`config.mk`:
```
export PLATFORM = sky130hd
export DESIGN_NAME = grc_ctrl
export DESIGN_NICKNAME = d
export VERILOG_FILES = /design/src/rtl/core/grc_pkg.sv /design/src/rtl/core/grc_ctrl.sv
export SDC_FILE = /design/constraint.sdc
export NUM_CORES = 1
export LEC_CHECK = 0
export ABC_CLOCK_PERIOD_IN_PS = 1700
export BUFFER_PORTS_ARGS = -buffer_cell sky130_fd_sc_hd__buf_2
export CORE_AREA = 8 8 45 47
export CTS_CLUSTER_DIAMETER = 40
export DETAILED_ROUTE_END_ITERATION = 16
export DIE_AREA = 0 0 53 55
export HOLD_SLACK_MARGIN = 0.1
export PLACE_DENSITY = 0.47
export SLEW_MARGIN = 20
export SYNTH_ARGS = -nofsm -noshare
export SYNTH_HDL_FRONTEND = slang
export SYNTH_SLANG_ARGS = --single-unit
export TNS_END_PERCENT = 100
```
`constraint.sdc`:
```
create_clock -name clk -period 1.7 [get_ports clk]
set_clock_uncertainty 0.2 [all_clocks]
set_input_delay 0.17 -clock clk [delete_from_list [all_inputs] [get_ports clk]]
set_output_delay 0.17 -clock clk [all_outputs]
set_load 0.01 [all_outputs]
```
`src/rtl/core/grc_pkg.sv`:
```
// Shared types and constants of the grid raycast column renderer.
package grc_pkg;

	localparam int unsigned POINT_CELL = 163840;
	localparam int unsigned FOV_UNITS = 8192;
	localparam int unsigned MAP_SIZE = 16;
	localparam int unsigned CFG_IDX_W = 3;

	localparam logic [CFG_IDX_W-1:0] REG_PLAYER_X = 3'd0;
	localparam logic [CFG_IDX_W-1:0] REG_PLAYER_Y = 3'd1;
	localparam logic [CFG_IDX_W-1:0] REG_HEADING = 3'd2;
	localparam logic [CFG_IDX_W-1:0] REG_WALLS_0 = 3'd3;
	localparam logic [CFG_IDX_W-1:0] REG_WALLS_1 = 3'd4;
	localparam logic [CFG_IDX_W-1:0] REG_WALLS_2 = 3'd5;
	localparam logic [CFG_IDX_W-1:0] REG_WALLS_3 = 3'd6;

	typedef enum logic [3:0] {
		ST_IDLE,
		ST_SIN,
		ST_COS,
		ST_MARCH,
		ST_CORNER,
		ST_DIV,
		ST_EMIT
	} state_t;

	typedef struct packed {
		logic start;
		logic sin_go;
		logic cos_go;
		logic march_step;
		logic corner_step;
		logic div_step;
		logic emit_step;
	} cmd_t;

	typedef struct packed {
		logic trig_done;
		logic march_done;
		logic corner_done;
		logic div_done;
		logic emit_last;
	} status_t;

endpackage

```
`src/rtl/core/grc_ctrl.sv`:
```
// Sequencing state machine of the grid raycast column renderer.
module grc_ctrl (
	input  logic             clk,
	input  logic             arst_n,
	input  logic             in_valid,
	output logic             in_stall,
	output logic             out_valid,
	input  logic             out_stall,
	input  grc_pkg::status_t status,
	output grc_pkg::cmd_t    cmd
);

	grc_pkg::state_t state_q, state_d;
	logic            trig_phase_q;

	always_ff @(posedge clk or negedge arst_n) begin
		if (!arst_n) begin
			state_q <= grc_pkg::ST_IDLE;
			trig_phase_q <= 1'b0;
		end else begin
			state_q <= state_d;
			if (state_q == grc_pkg::ST_SIN || state_q == grc_pkg::ST_COS)
				trig_phase_q <= status.trig_done ? 1'b0 : 1'b1;
			else
				trig_phase_q <= 1'b0;
		end
	end

	always_comb begin
		state_d = state_q;
		unique case (state_q)
			grc_pkg::ST_IDLE:   if (in_valid) state_d = grc_pkg::ST_SIN;
			grc_pkg::ST_SIN:    if (status.trig_done) state_d = grc_pkg::ST_COS;
			grc_pkg::ST_COS:    if (status.trig_done) state_d = grc_pkg::ST_MARCH;
			grc_pkg::ST_MARCH: begin
				if (status.march_done) state_d = grc_pkg::ST_CORNER;
			end
			grc_pkg::ST_CORNER: if (status.corner_done) state_d = grc_pkg::ST_DIV;
			grc_pkg::ST_DIV:    if (status.div_done) state_d = grc_pkg::ST_EMIT;
			grc_pkg::ST_EMIT: begin
				if (!out_stall && status.emit_last) state_d = grc_pkg::ST_IDLE;
			end
			default:            state_d = grc_pkg::ST_IDLE;
		endcase
	end

	always_comb begin
		cmd = '0;
		in_stall = 1'b1;
		out_valid = 1'b0;
		unique case (state_q)
			grc_pkg::ST_IDLE: begin
				in_stall = 1'b0;
				cmd.start = in_valid;
			end
			grc_pkg::ST_SIN:    cmd.sin_go = 1'b1;
			grc_pkg::ST_COS:    cmd.cos_go = 1'b1;
			grc_pkg::ST_MARCH:  cmd.march_step = 1'b1;
			grc_pkg::ST_CORNER: cmd.corner_step = 1'b1;
			grc_pkg::ST_DIV:    cmd.div_step = 1'b1;
			grc_pkg::ST_EMIT: begin
				out_valid = 1'b1;
				cmd.emit_step = !out_stall;
			end
			default: ;
		endcase
	end

`ifndef NO_ASSERTIONS
	a_emit_valid: assert property (@(posedge clk) disable iff (!arst_n)
		out_valid |-> (state_q == grc_pkg::ST_EMIT))
		else $error("output valid outside emit");
	a_no_accept_busy: assert property (@(posedge clk) disable iff (!arst_n)
		(state_q != grc_pkg::ST_IDLE) |-> in_stall)
		else $error("input accepted while busy");
	a_done_idle: assert property (@(posedge clk) disable iff (!arst_n)
		(out_valid && !out_stall && status.emit_last) |=> (state_q == grc_pkg::ST_IDLE))
		else $error("column did not finish");
	a_trig_phase: assert property (@(posedge clk) disable iff (!arst_n)
		(state_q == grc_pkg::ST_IDLE) |=> !trig_phase_q)
		else $error("trig phase stuck");
`endif

endmodule

```
==> results of run 1 <==
[stage by stage]
step	instance area [µm²]	setup WS [ns]	std cells	hold WS (ns)
3_5_place_dp	379	0.212	68	-0.233
2_1_floorplan	293	0.234	36	-0.326
6_report	468	0.0703	79	0.127
4_1_cts	452	0.0332	77	0.133
5_1_grt	468	0.00165	79	0.174
3_3_place_gp	379	0.219	68	-0.231
[worst paths after layout]
| path | from | cells past startpoint | endpoint |
|---|---|---|---|
| max in group asynchronous | arst_n | 3 | state_q[0] |
| min in group asynchronous | arst_n | 3 | state_q[2] |
| worst min-delay path | status[1] | 5 | state_q[0] |
| worst max register to register | state_q[1] | 4 | state_q[0] |
| worst max-delay path | state_q[0] | 3 | cmd[6] |
| worst min register to register | state_q[1] | 2 | state_q[1] |
[worst min-delay path: stages]
cell     delay, ns
buf_2         0.08
nand2_1       0.04
nand2_1       0.05
a22oi_1       0.06
o21a_1        0.11
[repair_timing]
item / in CTS / in global routing
setup buffers: 2 / 2
endpoints found under the setup margin: 1 / 1
hold buffers: 3 / 0
resized for setup: 1 / 1
endpoints found under the hold margin: 4 / 0
[layer usage]
metal / share of wire / vias up / global-route usage
met5: 0 / - / 0
met4: 0.050 / 0 / 0.0690
met3: 0.10 / 5 / 0.0294
met2: 0.43 / 14 / 0.0898
met1: 0.42 / 152 / 0.0885
li1: - / 177 / -
[cell type report]
| type | count | area, µm² |
|---|---|---|
| Tap cell | 16 | 20.0 |
| Multi-Input combinational cell | 28 | 176 |
| Sequential cell | 3 | 77.6 |
| Timing Repair Buffer | 26 | 160 |
| Inverter | 2 | 7.51 |
| Fill cell | 165 | 916 |
| Clock buffer | 4 | 26.3 |
[Yosys cell counts]
cell type | count | share of area
a21oi_1 | 2 | 0.034
a22o_1 | 2 | 0.060
a22oi_1 | 1 | 0.026
and3_1 | 1 | 0.021
buf_6 | 3 | 0.12
dfrtp_1 | 3 | 0.26
inv_1 | 2 | 0.026
mux2_2 | 1 | 0.038
nand2_1 | 3 | 0.038
nand2b_1 | 1 | 0.021
nor2_1 | 4 | 0.051
nor2_2 | 1 | 0.021
nor2b_1 | 2 | 0.043
nor3_1 | 1 | 0.017
nor3b_1 | 1 | 0.026
nor3b_2 | 1 | 0.043
o21a_1 | 1 | 0.026
o21ai_0 | 4 | 0.068
o2bb2ai_1 | 1 | 0.030
or3_4 | 1 | 0.038
[where the power goes]
part	switching (W)	internal (W)	total, W
sequential	0.0000414	0.000111	0.000153
clock	0.0000443	0.0000884	0.000133
combinational	0.000252	0.000262	0.000514
[cells by family (layout without fill, tap and decap cells)]
kind of cell | after synthesis | in the layout | share of synthesized area
AOI/OAI and AO/OA | 11 | 11 | 0.244
buffers and inverters | 5 | 32 | 0.141
DFF | 3 | 3 | 0.256
muxes | 1 | 1 | 0.0385
and+or+nand+nor | 16 | 16 | 0.321
==> results.txt, run 1 <==
clk_lat worst skew - 0.24 ns
Pwr per Cell Area - 1710 nW/µm²
grt ovf - 0
most frequent cells in the layout - buf_2, buf_4, nor2_1, o21ai_0
Pwr Total - 0.000799 W
first-pass GRT wire length - 1.50 mm
outcome - completed
max-cap viol count - 0
crit-path cells - or3_4 > nor2_1 > buf_2
Clock Path Buffers - 2
vias per inst - 4.41
Tightest Hold Check Type - in2reg
Total Wirelength - 918 µm
Max Fanout on Critical Path - 5
DR WL/cell - 11.6 µm
Ant. Diodes - 0
Buf/Inv on CP - 1
core area - 1380 µm²
Top Registers - state_q (3)
Cells after Synth - 36
Die Area - 2920 µm²
Critical Path Start Type - flop
setup TNS - 0 ns
Global Route Usage Sum - 0.0717
Worst setup EP type - output port
RSZ-0062 raised after global routing - false
largest net degree at the start of global routing - 9
minimum clock period - 1.63 ns
Synth Area per Inst - 8.13 µm²
maximum VDD drop - 0.433 mV
largest reg by FF count - state_q
R2R setup slack - 0.33 ns
final setup fails - 0
FMAX - 614 MHz
Mapped Nets - 45
I/O Buffers - 17
drt drc - 0
slowest CP cell - dfrtp_2
antenna violations before repair - 0
final worst-path cycle share - 0.959
post-route ant nets - 0
Iteration-0 DRC Markers - 4
Initial Utilization - 0.212
Largest stage delay, worst path - 0.44 ns
chip width - 53 µm
H-tree depth - 1
FP Rows - 14
Worst slew margin - 0.860
Worst-Margin Slew - 0.209 ns
crit-path leading delay family - simple AND/OR/NAND/NOR gates
total CTS buffers - 3
CP arrival - 1.26 ns
nets - 73
max reg flops - 3
DR pass1 iterations - 3
Fin. Hold Viols - 0
Root Buffer - clkbuf_4
Area Overhead vs Synth - 59.8%
Die Ht - 55 µm
Seq/Total Area, Yosys - 0.256
vias in the first global route - 311
Layout Utilization - 0.338
synthesized cell area - 293 µm²
clk slew on worst S/H paths - 0.04 ns
Placer Congestion - 0.768
Static Leakage - 0.241 nW
hpwl dp - 651 µm
CTS tree - yes
I/O Pins - 18
most common cell after layout, fill and taps aside - buf_2
Critical Path RT - 1.33 ns
total of warnings raised by yosys - 0
post-synth cell types - 20
worst setup path class - reg2out
Sink Count - 3
share of layout cells above drive strength 1 - 0.508
via count - 348
Yosys reg bits - 3
Max Slew Vio Count - 0
(Power assumes the default switching activity.)
==> run 2: changes to the inputs <==
PLACE_DENSITY = unset   (was 0.47)
==> results.txt, run 2 (same netlist as run 1, synthesis figures left out) <==
Die Ht - 55 µm (unchanged)
largest reg by FF count - state_q (unchanged)
most frequent cells in the layout - buf_2, nor2_1, o21ai_0 (was buf_2, buf_4, nor2_1, o21ai_0)
GRT busiest layer - met2 (unchanged)
core area - 1380 µm² (unchanged)
Fin. Hold Viols - 0 (unchanged)
GR Layer Usage met2 - 0.0742 (was 0.0898)
Multi-input gate area - 176 µm² (unchanged)
Worst slew margin - 0.861 (was 0.860)
Max Fanout on Critical Path - 12 (was 5)
met3 Usage GRT - 0.0374 (was 0.0294)
DR WL/cell - 11.8 µm (was 11.6 µm)
final setup fails - 0 (unchanged)
total CTS buffers - 3 (unchanged)
setup TNS - 0 ns (unchanged)
Initial Utilization - 0.212 (unchanged)
worst r2r path cells - 4 (unchanged)
Clock Path Buffers - 2 (unchanged)
drt drc - 0 (unchanged)
vias in the first global route - 310 (was 311)
largest net degree at the start of global routing - 13 (was 9)
nets - 69 (was 73)
DR pass1 iterations - 2 (was 3)
Total Wirelength - 884 µm (was 918 µm)
Layout Utilization - 0.317 (was 0.338)
antenna violations before repair - 0 (unchanged)
I/O Pins - 18 (unchanged)
Worst setup EP type - output port (unchanged)
max-cap viol count - 0 (unchanged)
max reg flops - 3 (unchanged)
Area Overhead vs Synth - 50.0% (was 59.8%)
share of layout cells above drive strength 1 - 0.492 (was 0.508)
I/O Buffers - 17 (unchanged)
H-tree depth - 1 (unchanged)
minimum clock period - 1.63 ns (about the same)
Top Registers - state_q (3) (unchanged)
Pwr per Cell Area - 1660 nW/µm² (was 1710 nW/µm²)
via count - 333 (was 348)
post-route setup slack - 0.0671 ns (was 0.0703 ns)
Max Slew Vio Count - 0 (unchanged)
Placer Congestion - 0.747 (was 0.768)
Root Buffer - clkbuf_4 (unchanged)
maximum VDD drop - 0.696 mV (was 0.433 mV)
outcome - completed (unchanged)
grt ovf - 0 (unchanged)
chip width - 53 µm (unchanged)
worst setup path class - reg2out (unchanged)
layout filler cell count - 150 (was 165)
register area - 78.8 µm² (was 77.6 µm²)
clk_lat worst skew - 0.23 ns (was 0.24 ns)
most common cell after layout, fill and taps aside - buf_2 (unchanged)
post-route ant nets - 0 (unchanged)
hpwl dp - 676 µm (was 651 µm)
met1 track demand over resource - 0.0716 (was 0.0885)
Tightest Hold Check Type - in2reg (unchanged)
CTS tree - yes (unchanged)
pre-CTS setup slack - 0.208 ns (was 0.212 ns)
vias per inst - 4.44 (was 4.41)
Sink Count - 3 (unchanged)
clk slew on worst S/H paths - 0.04 ns (about the same)
Ant. Diodes - 0 (unchanged)
Worst-Margin Slew - 0.208 ns (was 0.209 ns)
Global Route Usage Sum - 0.0624 (was 0.0717)
RSZ-0062 raised after global routing - false (unchanged)
Critical Path Start Type - flop (unchanged)
Worst Setup EP - cmd[6] (unchanged)
r2r startpoint - state_q[1] (unchanged)
Die Area - 2920 µm² (unchanged)
Critical Path RT - 1.33 ns (about the same)
Crit. Startpoint - state_q[2] (was state_q[0])
FMAX - 612 MHz (was 614 MHz)
R2R setup slack - 0.32 ns (was 0.33 ns)
Static Leakage - 0.220 nW (was 0.241 nW)
CP arrival - 1.26 ns (about the same)
FP Rows - 14 (unchanged)
hold_ws - 0.140 ns (was 0.127 ns)
R2R Path End - state_q[0] (unchanged)
Iteration-0 DRC Markers - 1 (was 4)
final worst-path cycle share - 0.961 (was 0.959)
first-pass GRT wire length - 1.29 mm (was 1.50 mm)
## run 2: changes by cell type in the layout (fill, tap and decap cells not counted), sizes merged
cell  change
buf       -4
## run 2: where the power goes
part           switching [W]  total [W]  internal (W)
sequential         0.0000732   0.000187      0.000114
combinational       0.000207   0.000419      0.000212
clock              0.0000347   0.000123     0.0000878
## run 2: how the worst min path moves through the flow
| stage | start | end | depth (start not counted) |
|---|---|---|---|
| CTS | status[1] | state_q[0] | 5 |
| finish | status[1] | state_q[0] | 5 |
| detailed placement | arst_n | state_q[2] | 1 |
| floorplan | arst_n | state_q[0] | 0 |
| global route | status[2] | state_q[0] | 4 |
| global placement | arst_n | state_q[2] | 1 |
## run 2: worst max-delay path, cell delays in order (launching register included)
cell,delay [ns]
dfrtp_2,0.47
or3_4,0.35
nor2_1,0.08
buf_2,0.13
## run 2: through the flow
stage,area [µm²],std cells,power [W]
after floorplan,293,36,0.000500
after global placement,372,67,0.000571
after detailed placement,372,67,0.000574
after CTS,430,74,0.000716
after global routing,439,75,0.000798
final,439,75,0.000728
## run 2: cell type report
type	count	share of cell area
clock buffer	4	0.0598
multi-input combinational	28	0.402
sequential	3	0.179
timing repair buffer	22	0.296
tap	16	0.0456
inverter	2	0.0171
## run 2: repair_timing
item,in CTS,in global routing
hold buffers,3,0
endpoints found under the setup margin,2,2
pin swaps,1,0
buffers inserted,0,1
endpoints found under the hold margin,4,0
gates resized for setup,2,1
## run 2: metal layers
| metal | vias up | part of all wire |
|---|---|---|
| met5 | - | 0 |
| met4 | 0 | 0.016 |
| met3 | 2 | 0.13 |
| met2 | 16 | 0.41 |
| met1 | 144 | 0.44 |
| li1 | 171 | - |
